$ cat config.mk
export PLATFORM = sky130hd
export DESIGN_NAME = energy_voice_activity_detector_flat
export DESIGN_NICKNAME = d
export VERILOG_FILES = /design/src/hw/rtl/evad_pkg.sv /design/src/hw/rtl/evad_in_if.sv /design/src/hw/rtl/evad_out_if.sv /design/src/hw/rtl/energy_voice_activity_detector.sv /design/src/hw/rtl/evad_front.sv /design/src/hw/rtl/evad_div.sv /design/src/flat_wrapper.sv
export SDC_FILE = /design/constraint.sdc
export NUM_CORES = 1
export LEC_CHECK = 0
export BUFFER_PORTS_ARGS = -buffer_cell sky130_fd_sc_hd__buf_4
export CAP_MARGIN = 15
export CORE_MARGIN = 3
export CORE_UTILIZATION = 50
export DETAILED_ROUTE_END_ITERATION = 10
export HOLD_SLACK_MARGIN = 0.05
export PLACE_DENSITY = 0.67
export SLEW_MARGIN = 20
export SYNTH_ARGS = -nofsm -noshare
export SYNTH_HDL_FRONTEND = slang
export SYNTH_SLANG_ARGS = --single-unit
export TNS_END_PERCENT = 20
$ cat constraint.sdc
create_clock -name clk -period 24.4 [get_ports clk]
set_input_delay 3.66 -clock clk [delete_from_list [all_inputs] [get_ports clk]]
set_output_delay 3.66 -clock clk [all_outputs]
set_load 0.05 [all_outputs]
$ cat src/hw/rtl/evad_pkg.sv
// ----------------------------------------------------------------------------
// Energy VAD package
// Shared widths, codes, item types and status structs of the energy voice
// activity detector.
// ----------------------------------------------------------------------------
package evad_pkg;

    // Packet length limit; samples past it are not counted
    localparam int MAX_PACKET_SAMPLES = 16384;

    localparam int SAMPLE_W   = 32;
    localparam int MAG_W      = 17;
    localparam int TIME_W     = 48;
    localparam int THR_W      = 17;
    localparam int SPAN_W     = 32;
    localparam int FMT_W      = 2;
    localparam int KIND_W     = 2;
    localparam int CTR_W      = 32;
    localparam int CNT_W      = $clog2(MAX_PACKET_SAMPLES + 1);
    localparam int SUM_W      = MAG_W + $clog2(MAX_PACKET_SAMPLES);
    localparam int DIV_CNT_W  = $clog2(SUM_W);
    localparam int CFG_IDX_W  = 3;
    localparam int CFG_DATA_W = 32;

    // Sample formats
    localparam logic [FMT_W-1:0] FMT_U8  = 2'd0;
    localparam logic [FMT_W-1:0] FMT_S16 = 2'd1;
    localparam logic [FMT_W-1:0] FMT_S32 = 2'd2;

    // Event kinds
    localparam logic [KIND_W-1:0] KIND_START  = 2'd0;
    localparam logic [KIND_W-1:0] KIND_UPDATE = 2'd1;
    localparam logic [KIND_W-1:0] KIND_END    = 2'd2;

    // Configuration register indexes
    localparam logic [CFG_IDX_W-1:0] REG_SAMPLE_FORMAT    = 3'd0;
    localparam logic [CFG_IDX_W-1:0] REG_START_THRESHOLD  = 3'd1;
    localparam logic [CFG_IDX_W-1:0] REG_STOP_THRESHOLD   = 3'd2;
    localparam logic [CFG_IDX_W-1:0] REG_MIN_SILENCE_TIME = 3'd3;
    localparam logic [CFG_IDX_W-1:0] REG_UPDATE_INTERVAL  = 3'd4;

    typedef struct packed {
        logic signed [SAMPLE_W-1:0] sample;
        logic                       sample_present;
        logic                       last_of_packet;
        logic [TIME_W-1:0]          packet_time;
    } evad_in_t;

    typedef struct packed {
        logic [KIND_W-1:0] event_kind;
        logic              speech_active;
        logic [MAG_W-1:0]  packet_level;
        logic [MAG_W-1:0]  packet_peak;
        logic [TIME_W-1:0] event_time;
        logic [CTR_W-1:0]  packet_number;
        logic [CTR_W-1:0]  events_sent;
    } evad_out_t;

    // Accumulator status handed from the front end to the sequencer
    typedef struct packed {
        logic              last_pend;
        logic [SUM_W-1:0]  sum;
        logic [MAG_W-1:0]  peak;
        logic [CNT_W-1:0]  count;
        logic [TIME_W-1:0] packet_time;
    } evad_acc_t;

endpackage

$ cat src/hw/rtl/evad_in_if.sv
// ----------------------------------------------------------------------------
// Energy VAD sample channel
// Valid/ready channel that carries one input item per transfer.
// ----------------------------------------------------------------------------
interface evad_in_if
    import evad_pkg::*;
    ();
    logic     valid;
    logic     ready;
    evad_in_t data;

    modport source (output valid, output data, input ready);
    modport sink (input valid, input data, output ready);
endinterface

$ cat src/hw/rtl/evad_out_if.sv
// ----------------------------------------------------------------------------
// Energy VAD event channel
// Valid/ready channel that carries one speech event per transfer.
// ----------------------------------------------------------------------------
interface evad_out_if
    import evad_pkg::*;
    ();
    logic      valid;
    logic      ready;
    evad_out_t data;

    modport source (output valid, output data, input ready);
    modport sink (input valid, input data, output ready);
endinterface

$ cat src/hw/rtl/energy_voice_activity_detector.sv
// ----------------------------------------------------------------------------
// Energy voice activity detector
// Per-packet level and peak, hysteresis speech state with silence hangover
// and periodic update events.
// ----------------------------------------------------------------------------
// Ready stays high while a packet fills. The last item of a packet holds
// ready low while the packet is closed: the front end accumulates it, the
// sequencer loads the divider, the bit-serial divider works through the
// SUM_W (31) dividend bits and raises its done flag, then come the silence
// check, the update check if reached and the hand-over of any event to the
// output register. An empty packet skips the divider and the checks. The
// output register holds an event while new samples keep coming in; the
// block only waits when a second event is ready before the first is taken.
module energy_voice_activity_detector
    import evad_pkg::*;
(
    input  logic                  clk,
    input  logic                  rst_n,
    input  logic                  cfg_we,
    input  logic [CFG_IDX_W-1:0]  cfg_index,
    input  logic [CFG_DATA_W-1:0] cfg_data,
    evad_in_if.sink               samples,
    evad_out_if.source            events
);

    localparam logic [2:0] S_IDLE = 3'd0;
    localparam logic [2:0] S_LOAD = 3'd1;
    localparam logic [2:0] S_DIV  = 3'd2;
    localparam logic [2:0] S_SIL  = 3'd3;
    localparam logic [2:0] S_UPD  = 3'd4;
    localparam logic [2:0] S_OUT  = 3'd5;

    logic [2:0]        state_reg, state_next;

    // Configuration registers
    logic [FMT_W-1:0]  fmt_reg;
    logic [THR_W-1:0]  start_thr_reg;
    logic [THR_W-1:0]  stop_thr_reg;
    logic [SPAN_W-1:0] min_sil_reg;
    logic [SPAN_W-1:0] upd_int_reg;

    // Detector state
    logic              active_reg, active_next;
    logic [TIME_W-1:0] silence_since_reg, silence_since_next;
    logic [TIME_W-1:0] last_update_reg, last_update_next;
    logic [CTR_W-1:0]  packets_seen_reg, packets_seen_next;
    logic [CTR_W-1:0]  events_emitted_reg, events_emitted_next;
    logic [KIND_W-1:0] kind_reg, kind_next;
    logic [MAG_W-1:0]  level_reg, level_next;
    logic [MAG_W-1:0]  peak_reg, peak_next;

    // Output register
    logic              out_valid_reg, out_valid_next;
    evad_out_t         out_data_reg, out_data_next;

    evad_acc_t         acc;
    logic              accept;
    logic              clear;
    logic              div_start;
    logic              div_done;
    logic [MAG_W-1:0]  div_quo;

    logic [TIME_W-1:0] now;
    logic [THR_W-1:0]  eff_start;
    logic [TIME_W-1:0] since_eff;
    logic [TIME_W-1:0] el_since;
    logic [SPAN_W-1:0] el_span;
    logic [TIME_W:0]   el_diff;
    logic              el_ok;
    logic              out_free;

    assign accept        = samples.valid && samples.ready;
    assign samples.ready = (state_reg == S_IDLE) && !acc.last_pend;
    assign clear         = (state_reg == S_LOAD);
    assign div_start     = (state_reg == S_LOAD) && (acc.count != '0);
    assign now           = acc.packet_time;
    assign out_free      = !out_valid_reg || events.ready;

    evad_front u_front (
        .clk    (clk),
        .rst_n  (rst_n),
        .accept (accept),
        .item   (samples.data),
        .fmt    (fmt_reg),
        .clear  (clear),
        .acc    (acc)
    );

    evad_div u_div (
        .clk      (clk),
        .rst_n    (rst_n),
        .start    (div_start),
        .dividend (acc.sum),
        .divisor  (acc.count),
        .done     (div_done),
        .quotient (div_quo)
    );

    // Take configuration writes; unknown indexes are dropped
    always_ff @(posedge clk or negedge rst_n)
    begin
        if (!rst_n)
        begin
            fmt_reg       <= FMT_S16;
            start_thr_reg <= '0;
            stop_thr_reg  <= '0;
            min_sil_reg   <= '0;
            upd_int_reg   <= '0;
        end
        else if (cfg_we)
        begin
            unique case (cfg_index)
                REG_SAMPLE_FORMAT:    fmt_reg       <= cfg_data[FMT_W-1:0];
                REG_START_THRESHOLD:  start_thr_reg <= cfg_data[THR_W-1:0];
                REG_STOP_THRESHOLD:   stop_thr_reg  <= cfg_data[THR_W-1:0];
                REG_MIN_SILENCE_TIME: min_sil_reg   <= cfg_data[SPAN_W-1:0];
                REG_UPDATE_INTERVAL:  upd_int_reg   <= cfg_data[SPAN_W-1:0];
                default: ;
            endcase
        end
    end

    // Effective start threshold and silence start point
    assign eff_start = (start_thr_reg > stop_thr_reg) ? start_thr_reg : stop_thr_reg;
    assign since_eff = (silence_since_reg == '0) ? now : silence_since_reg;

    // Shared elapsed-time unit: silence hangover in S_SIL, update interval else
    assign el_since = (state_reg == S_SIL) ? since_eff : last_update_reg;
    assign el_span  = (state_reg == S_SIL) ? min_sil_reg : upd_int_reg;
    assign el_diff  = {1'b0, now} - {1'b0, el_since};
    assign el_ok    = (el_span == '0) ||
                      (!el_diff[TIME_W] &&
                       (el_diff[TIME_W-1:0] >= {{(TIME_W - SPAN_W){1'b0}}, el_span}));

    // Sequence one packet close
    always_comb
    begin
        state_next          = state_reg;
        active_next         = active_reg;
        silence_since_next  = silence_since_reg;
        last_update_next    = last_update_reg;
        packets_seen_next   = packets_seen_reg;
        events_emitted_next = events_emitted_reg;
        kind_next           = kind_reg;
        level_next          = level_reg;
        peak_next           = peak_reg;
        out_valid_next      = out_valid_reg;
        out_data_next       = out_data_reg;

        // Release the output register on a transfer
        if (events.valid && events.ready)
        begin
            out_valid_next = 1'b0;
        end

        unique case (state_reg)
            S_IDLE:
            begin
                if (acc.last_pend)
                begin
                    state_next = S_LOAD;
                end
            end
            S_LOAD:
            begin
                packets_seen_next = packets_seen_reg + 1'b1;
                peak_next         = acc.peak;
                state_next        = (acc.count != '0) ? S_DIV : S_IDLE;
            end
            S_DIV:
            begin
                if (div_done)
                begin
                    level_next = div_quo;
                    state_next = S_SIL;
                end
            end
            S_SIL:
            begin
                if (!active_reg)
                begin
                    if (level_reg >= eff_start)
                    begin
                        active_next        = 1'b1;
                        silence_since_next = '0;
                        last_update_next   = now;
                        kind_next          = KIND_START;
                        state_next         = S_OUT;
                    end
                    else
                    begin
                        state_next = S_IDLE;
                    end
                end
                else if (level_reg < stop_thr_reg)
                begin
                    silence_since_next = since_eff;
                    if (el_ok)
                    begin
                        active_next        = 1'b0;
                        silence_since_next = '0;
                        last_update_next   = now;
                        kind_next          = KIND_END;
                        state_next         = S_OUT;
                    end
                    else
                    begin
                        state_next = S_UPD;
                    end
                end
                else
                begin
                    silence_since_next = '0;
                    state_next         = S_UPD;
                end
            end
            S_UPD:
            begin
                if (el_ok)
                begin
                    last_update_next = now;
                    kind_next        = KIND_UPDATE;
                    state_next       = S_OUT;
                end
                else
                begin
                    state_next = S_IDLE;
                end
            end
            S_OUT:
            begin
                if (out_free)
                begin
                    out_valid_next              = 1'b1;
                    out_data_next.event_kind    = kind_reg;
                    out_data_next.speech_active = (kind_reg != KIND_END);
                    out_data_next.packet_level  = level_reg;
                    out_data_next.packet_peak   = peak_reg;
                    out_data_next.event_time    = now;
                    out_data_next.packet_number = packets_seen_reg;
                    out_data_next.events_sent   = events_emitted_reg;
                    events_emitted_next         = events_emitted_reg + 1'b1;
                    state_next                  = S_IDLE;
                end
            end
            default:
            begin
                state_next = S_IDLE;
            end
        endcase
    end

    always_ff @(posedge clk or negedge rst_n)
    begin
        if (!rst_n)
        begin
            state_reg          <= S_IDLE;
            active_reg         <= 1'b0;
            silence_since_reg  <= '0;
            last_update_reg    <= '0;
            packets_seen_reg   <= '0;
            events_emitted_reg <= '0;
            out_valid_reg      <= 1'b0;
        end
        else
        begin
            state_reg          <= state_next;
            active_reg         <= active_next;
            silence_since_reg  <= silence_since_next;
            last_update_reg    <= last_update_next;
            packets_seen_reg   <= packets_seen_next;
            events_emitted_reg <= events_emitted_next;
            out_valid_reg      <= out_valid_next;
        end
    end

    // Packet results and event payload, no reset needed
    always_ff @(posedge clk)
    begin
        kind_reg     <= kind_next;
        level_reg    <= level_next;
        peak_reg     <= peak_next;
        out_data_reg <= out_data_next;
    end

    assign events.valid = out_valid_reg;
    assign events.data  = out_data_reg;

`ifndef SYNTHESIS
    // Closing a packet blocks the next item
    assert property (@(posedge clk) disable iff (!rst_n)
        (accept && samples.data.last_of_packet) |=> !samples.ready)
    else $error("item taken while a packet was being closed");

    // A waiting event is never overwritten
    assert property (@(posedge clk) disable iff (!rst_n)
        (state_reg == S_OUT && out_valid_reg && !events.ready)
            |=> (state_reg == S_OUT && $stable(out_data_reg)))
    else $error("pending event overwritten");

    // The divider only finishes while the sequencer waits for it
    assert property (@(posedge clk) disable iff (!rst_n)
        div_done |-> (state_reg == S_DIV))
    else $error("divider result arrived outside the divide step");

    // Speech ends only with an end event on its way out
    assert property (@(posedge clk) disable iff (!rst_n)
        $fell(active_reg) |-> (state_reg == S_OUT && kind_reg == KIND_END))
    else $error("speech ended without an end event");

    // The event counter moves only when an event is loaded
    assert property (@(posedge clk) disable iff (!rst_n)
        (events_emitted_reg != $past(events_emitted_reg))
            |-> ($past(state_reg) == S_OUT && out_valid_reg))
    else $error("event count moved without an event");
`endif

endmodule

$ cat src/hw/rtl/evad_front.sv
// ----------------------------------------------------------------------------
// Energy VAD front end
// Normalises each sample to a Q1.16 magnitude, then accumulates the packet's
// magnitude sum, peak and sample count one stage later.
// ----------------------------------------------------------------------------
module evad_front
    import evad_pkg::*;
(
    input  logic             clk,
    input  logic             rst_n,
    input  logic             accept,
    input  evad_in_t         item,
    input  logic [FMT_W-1:0] fmt,
    input  logic             clear,
    output evad_acc_t        acc
);

    logic              pm_valid_reg, pm_valid_next;
    logic [MAG_W-1:0]  pm_mag_reg;
    logic              last_pend_reg, last_pend_next;
    logic [TIME_W-1:0] time_reg;
    logic [SUM_W-1:0]  sum_reg, sum_next;
    logic [MAG_W-1:0]  peak_reg, peak_next;
    logic [CNT_W-1:0]  count_reg, count_next;
    logic [MAG_W-1:0]  mag;

    // Normalise a raw sample to an unsigned Q1.16 magnitude
    function automatic logic [MAG_W-1:0] magnitude_of(
        input logic [SAMPLE_W-1:0] raw,
        input logic [FMT_W-1:0]    f
    );
        logic [7:0]  d8;
        logic [16:0] a16;
        logic [32:0] a32;
        logic [MAG_W-1:0] m;
        d8  = raw[7] ? {1'b0, raw[6:0]} : (8'd128 - raw[7:0]);
        a16 = raw[15] ? (17'h10000 - {1'b0, raw[15:0]}) : {1'b0, raw[15:0]};
        a32 = raw[31] ? (33'h1_0000_0000 - {1'b0, raw}) : {1'b0, raw};
        unique case (f)
            FMT_U8:  m = {d8, 9'b0};
            FMT_S16: m = {a16[15:0], 1'b0};
            default: m = a32[31:15];
        endcase
        return m;
    endfunction

    assign mag = magnitude_of(item.sample, fmt);

    // Stage the magnitude of an accepted sample and track the pending packet end
    always_comb
    begin
        pm_valid_next  = accept && item.sample_present && (fmt != 2'd3);
        last_pend_next = last_pend_reg;
        if (clear)
        begin
            last_pend_next = 1'b0;
        end
        if (accept && item.last_of_packet)
        begin
            last_pend_next = 1'b1;
        end
    end

    // Accumulate the staged magnitude; drop samples past the packet limit
    always_comb
    begin
        sum_next   = sum_reg;
        peak_next  = peak_reg;
        count_next = count_reg;
        if (clear)
        begin
            sum_next   = '0;
            peak_next  = '0;
            count_next = '0;
        end
        else if (pm_valid_reg && (count_reg < CNT_W'(MAX_PACKET_SAMPLES)))
        begin
            sum_next   = sum_reg + SUM_W'(pm_mag_reg);
            peak_next  = (pm_mag_reg > peak_reg) ? pm_mag_reg : peak_reg;
            count_next = count_reg + 1'b1;
        end
    end

    always_ff @(posedge clk or negedge rst_n)
    begin
        if (!rst_n)
        begin
            pm_valid_reg  <= 1'b0;
            last_pend_reg <= 1'b0;
            sum_reg       <= '0;
            peak_reg      <= '0;
            count_reg     <= '0;
        end
        else
        begin
            pm_valid_reg  <= pm_valid_next;
            last_pend_reg <= last_pend_next;
            sum_reg       <= sum_next;
            peak_reg      <= peak_next;
            count_reg     <= count_next;
        end
    end

    // Payload staging, no reset needed
    always_ff @(posedge clk)
    begin
        pm_mag_reg <= mag;
        if (accept && item.last_of_packet)
        begin
            time_reg <= item.packet_time;
        end
    end

    assign acc.last_pend   = last_pend_reg;
    assign acc.sum         = sum_reg;
    assign acc.peak        = peak_reg;
    assign acc.count       = count_reg;
    assign acc.packet_time = time_reg;

endmodule

$ cat src/hw/rtl/evad_div.sv
// ----------------------------------------------------------------------------
// Energy VAD divider
// Restoring divider that works out one quotient bit per cycle: packet
// magnitude sum over sample count, truncated.
// ----------------------------------------------------------------------------
module evad_div
    import evad_pkg::*;
(
    input  logic             clk,
    input  logic             rst_n,
    input  logic             start,
    input  logic [SUM_W-1:0] dividend,
    input  logic [CNT_W-1:0] divisor,
    output logic             done,
    output logic [MAG_W-1:0] quotient
);

    logic                 busy_reg, busy_next;
    logic                 done_reg, done_next;
    logic [DIV_CNT_W-1:0] cnt_reg, cnt_next;
    logic [CNT_W-1:0]     rem_reg, rem_next;
    logic [SUM_W-1:0]     quo_reg, quo_next;
    logic [CNT_W-1:0]     dsr_reg, dsr_next;
    logic [CNT_W+1:0]     trial;

    // Trial subtract of the shifted remainder
    assign trial = {1'b0, rem_reg, quo_reg[SUM_W-1]} - {2'b0, dsr_reg};

    always_comb
    begin
        busy_next = busy_reg;
        done_next = 1'b0;
        cnt_next  = cnt_reg;
        rem_next  = rem_reg;
        quo_next  = quo_reg;
        dsr_next  = dsr_reg;
        if (start)
        begin
            busy_next = 1'b1;
            cnt_next  = DIV_CNT_W'(SUM_W - 1);
            rem_next  = '0;
            quo_next  = dividend;
            dsr_next  = divisor;
        end
        else if (busy_reg)
        begin
            if (!trial[CNT_W+1])
            begin
                rem_next = trial[CNT_W-1:0];
                quo_next = {quo_reg[SUM_W-2:0], 1'b1};
            end
            else
            begin
                rem_next = {rem_reg[CNT_W-2:0], quo_reg[SUM_W-1]};
                quo_next = {quo_reg[SUM_W-2:0], 1'b0};
            end
            cnt_next = cnt_reg - 1'b1;
            if (cnt_reg == '0)
            begin
                busy_next = 1'b0;
                done_next = 1'b1;
            end
        end
    end

    always_ff @(posedge clk or negedge rst_n)
    begin
        if (!rst_n)
        begin
            busy_reg <= 1'b0;
            done_reg <= 1'b0;
            cnt_reg  <= '0;
        end
        else
        begin
            busy_reg <= busy_next;
            done_reg <= done_next;
            cnt_reg  <= cnt_next;
        end
    end

    always_ff @(posedge clk)
    begin
        rem_reg <= rem_next;
        quo_reg <= quo_next;
        dsr_reg <= dsr_next;
    end

    assign done     = done_reg;
    assign quotient = quo_reg[MAG_W-1:0];

endmodule

$ cat src/flat_wrapper.sv
// flat-port wrapper written by rule: the top's interface ports become plain ports
module energy_voice_activity_detector_flat import evad_pkg::*;
  (clk, rst_n, cfg_we, cfg_index, cfg_data, samples_valid, samples_data, samples_ready, events_valid, events_data, events_ready);
  evad_in_if samples_i ();
  evad_out_if events_i ();
  input  logic clk;
  input  logic rst_n;
  input  logic cfg_we;
  input  logic [CFG_IDX_W-1:0] cfg_index;
  input  logic [CFG_DATA_W-1:0] cfg_data;
  input wire logic [$bits(samples_i.valid)-1:0] samples_valid;
  input wire logic [$bits(samples_i.data)-1:0] samples_data;
  output wire logic [$bits(samples_i.ready)-1:0] samples_ready;
  output wire logic [$bits(events_i.valid)-1:0] events_valid;
  output wire logic [$bits(events_i.data)-1:0] events_data;
  input wire logic [$bits(events_i.ready)-1:0] events_ready;
  assign samples_i.valid = samples_valid;
  assign samples_i.data = samples_data;
  assign samples_ready = samples_i.ready;
  assign events_valid = events_i.valid;
  assign events_data = events_i.data;
  assign events_i.ready = events_ready;
  energy_voice_activity_detector u_core (.clk(clk), .rst_n(rst_n), .cfg_we(cfg_we), .cfg_index(cfg_index), .cfg_data(cfg_data), .samples(samples_i), .events(events_i));
endmodule
==> flow_summary.json <==
{
  "status": "finished clean",
  "power_density_nw_per_um2": 123,
  "fmax_mhz": 105,
  "drtIter0Drc": 1656,
  "synth_area_um2": 32700,
  "clkTransAtPathRegs_ps": 60,
  "grt_max_degree": 157,
  "dieArea_um2": 68600,
  "antenna_found_initial": 5,
  "cts_buffers": 71,
  "slowest_delay_ps": 900,
  "final_nets": 3533,
  "dp_hpwl_mm": 61.5,
  "r2r_setup_slack_ps": 14890,
  "grt_pass1_vias": 23600,
  "hold_path.startpoint": "u_core.peak_reg[2]",
  "finalCritPeriodShare_pct": 39.0,
  "ff2ff_path_depth": 29,
  "clock_path_buffers": 3,
  "die_y_um": 262,
  "routed_via_density": 5.76,
  "synth_cells": 2971,
  "critPathCaptureType": "flip-flop",
  "ys_types": 86,
  "async_reset_ff_share_pct": 52.0,
  "period_needed_ps": 9510,
  "crit_type": "reg2reg",
  "setup_viol_count_final": 0,
  "clk-insertion-delay-late_ps": 600,
  "fin_util_pct": 58.7,
  "num_rows": 93,
  "start_util_pct": 50.7,
  "rsz0062_at_grt": "false",
  "die_x_um": 262,
  "r2r-end": "u_core.last_update_reg[47]",
  "maxCapViolCount": 0,
  "critPathLaunchType": "flip-flop",
  "power.leakage_nw": 16.3,
  "htreeDepth": 3,
  "postCtsHoldBufs": 0,
  "slew_headroom_pct": 28.7,
  "maxSlewViolCount": 0,
  "skew_ps": 18.9,
  "synth_nets": 3284,
  "ant_nets": 0,
  "hp-class": "reg2reg",
  "synthTopCellsByArea": "dfrtp_1 26%, edfxtp_1 26%, ha_1 7.2%",
  "place_congestion": 0.918,
  "pin_count": 273,
  "cts_sinks": 648,
  "drive_gt1_share_pct": 17.3,
  "cp.required_ps": 24880,
  "ys_ff_latch": 648,
  "crit_start": "u_core.silence_since_reg[7]",
  "grt_usage_pct": 24.3,
  "place_area_um2": 35600,
  "yosys.area.top_type_share_pct": 25.7,
  "synth_edf_count": 279,
  "ys_warn_count": 0,
  "coreArea_um2": 64600,
  "largest_reg_flops": 149,
  "cp_slowest_cell": "nor4_1",
  "dr.pass1.iters": 5,
  "dp_cells": 4002,
  "min_to": "u_core.events.data[114]",
  "worstReg2RegStart": "u_core.silence_since_reg[7]",
  "dp_slack_ps": 14860,
  "cts_root_buf": "clkbuf_16",
  "path_max_fanout": 49,
  "worstMarginPinSlew_ps": 1070,
  "cp.arrival_ps": 9990,
  "synth_top_cell_by_area": "dfrtp_1",
  "area_growth_pct": 15.8,
  "peakVddDrop_uv": 125,
  "tritoncts": "done",
  "post_cts_resized": 0,
  "grt_overflow": 0,
  "wirelength_mm": 84.2,
  "port_buffers": 272,
  "avgRoutedWirePerCell_um": 20.4,
  "fin_ws_ps": 14890,
  "ys.flop_type": "dfrtp_1",
  "instances_no_fill": 4133,
  "grt_pass1_wl_mm": 131,
  "hold_depth": 0,
  "finalHoldViolCount": 0,
  "cts_setup_buffers": 0,
  "vias": 23800,
  "drc_errors": 0,
  "tns_ps": 0,
  "final_area_um2": 37900,
  "avgSynthCellArea_um2": 11.0,
  "synth-seq-area-share_pct": 53.3
}
## layout by cell type (no fill, tap or decap), types with 20 or more instances in the layout
cell type  instances
a21o_1            41
a21oi_1          241
and3_1            27
buf_4            291
clkbuf_1          22
clkbuf_16         72
dfrtp_1          336
dfxtp_1           32
edfxtp_1         279
ha_1             188
inv_1            134
mux2_2           125
mux2i_1           82
nand2_1          309
nand2b_1          29
nand3_1           53
nand4_1           44
nor2_1           212
nor2b_1           20
nor3_1            44
nor4_1            31
o21a_1            31
o21ai_0          126
o2bb2ai_1         32
or3_1             24
xnor2_1          101
xor2_1            65
## metal layers
| layer | wire [um] | vias up | GRT usage, % |
|---|---|---|---|
| li1 | - | 11200 | - |
| met1 | 35600 | 11800 | 31.5 |
| met2 | 42300 | 608 | 42.0 |
| met3 | 3720 | 155 | 3.26 |
| met4 | 2530 | 4 | 8.64 |
| met5 | 27 | - | 0 |
## worst max path at each step
stage | end
global placement | u_core.last_update_reg[43]
global route | u_core.last_update_reg[41]
CTS | u_core.last_update_reg[28]
floorplan | u_core.events_emitted_reg[29]
detailed placement | u_core.last_update_reg[47]
finish | u_core.last_update_reg[47]
## critical path: cells and delay by family (launching register included)
| family | cells | cell delay [ps] |
|---|---|---|
| XOR/XNOR | 1 | 230 |
| AND/OR/NAND/NOR | 12 | 4370 |
| adder cells (fa/ha/maj) | 2 | 710 |
| AO/OA/AOI/OAI | 11 | 2100 |
| buffers and inverters | 2 | 1060 |
| flip-flops | 1 | 390 |
| multiplexers | 1 | 410 |
## logic make-up (layout without fill, tap and decap cells)
logic type               Yosys count  in the layout  share of synthesized area [%]
AO/OA/AOI/OAI                    620            620                           12.0
buffers and inverters            254            559                           3.12
flip-flops                       648            648                           53.3
AND/OR/NAND/NOR                  876            876                           12.7
adder cells (fa/ha/maj)          191            191                           7.37
XOR/XNOR                         166            166                           4.44
multiplexers                     216            216                           7.12
other                              0              2                              0
## cells in the mapped netlist, types with 16 or more instances
cell	instances
or4_1	16
nor3_1	48
ha_1	188
or3_1	24
o21ai_0	127
edfxtp_1	279
o21a_1	31
nor2b_1	20
nand4_1	44
a21o_1	41
nand2_1	309
dfrtp_1	336
buf_1	17
nand3_1	54
mux2i_1	82
inv_1	136
nor2_1	214
o211ai_1	16
o2bb2ai_1	32
xor2_1	65
and3_1	28
nor4_1	32
xnor2_1	101
mux2_2	125
nand2b_1	30
clkbuf_1	87
a21oi_1	241
dfxtp_1	32
## where the power goes
part           switching, mW  internal, mW
sequential             0.174          1.41
clock                  0.436         0.633
combinational           1.24         0.764
total                   1.85          2.80
## area by class of cell
class | count | area (um^2)
Antenna cell | 2 | 5.00
Clock buffer | 101 | 1980
Clock inverter | 28 | 334
Fill cell | 5339 | 26700
Inverter | 136 | 510
Multi-Input combinational cell | 2069 | 14300
Sequential cell | 648 | 17500
Tap cell | 855 | 1070
Timing Repair Buffer | 294 | 2230
## through the flow
step	hold slack (ps)	power, mW
6_report	426	4.66
5_1_grt	431	4.97
4_1_cts	428	4.68
3_5_place_dp	405	3.58
3_3_place_gp	408	3.52
2_1_floorplan	400	2.99
Power figures use the tool's default switching activity.
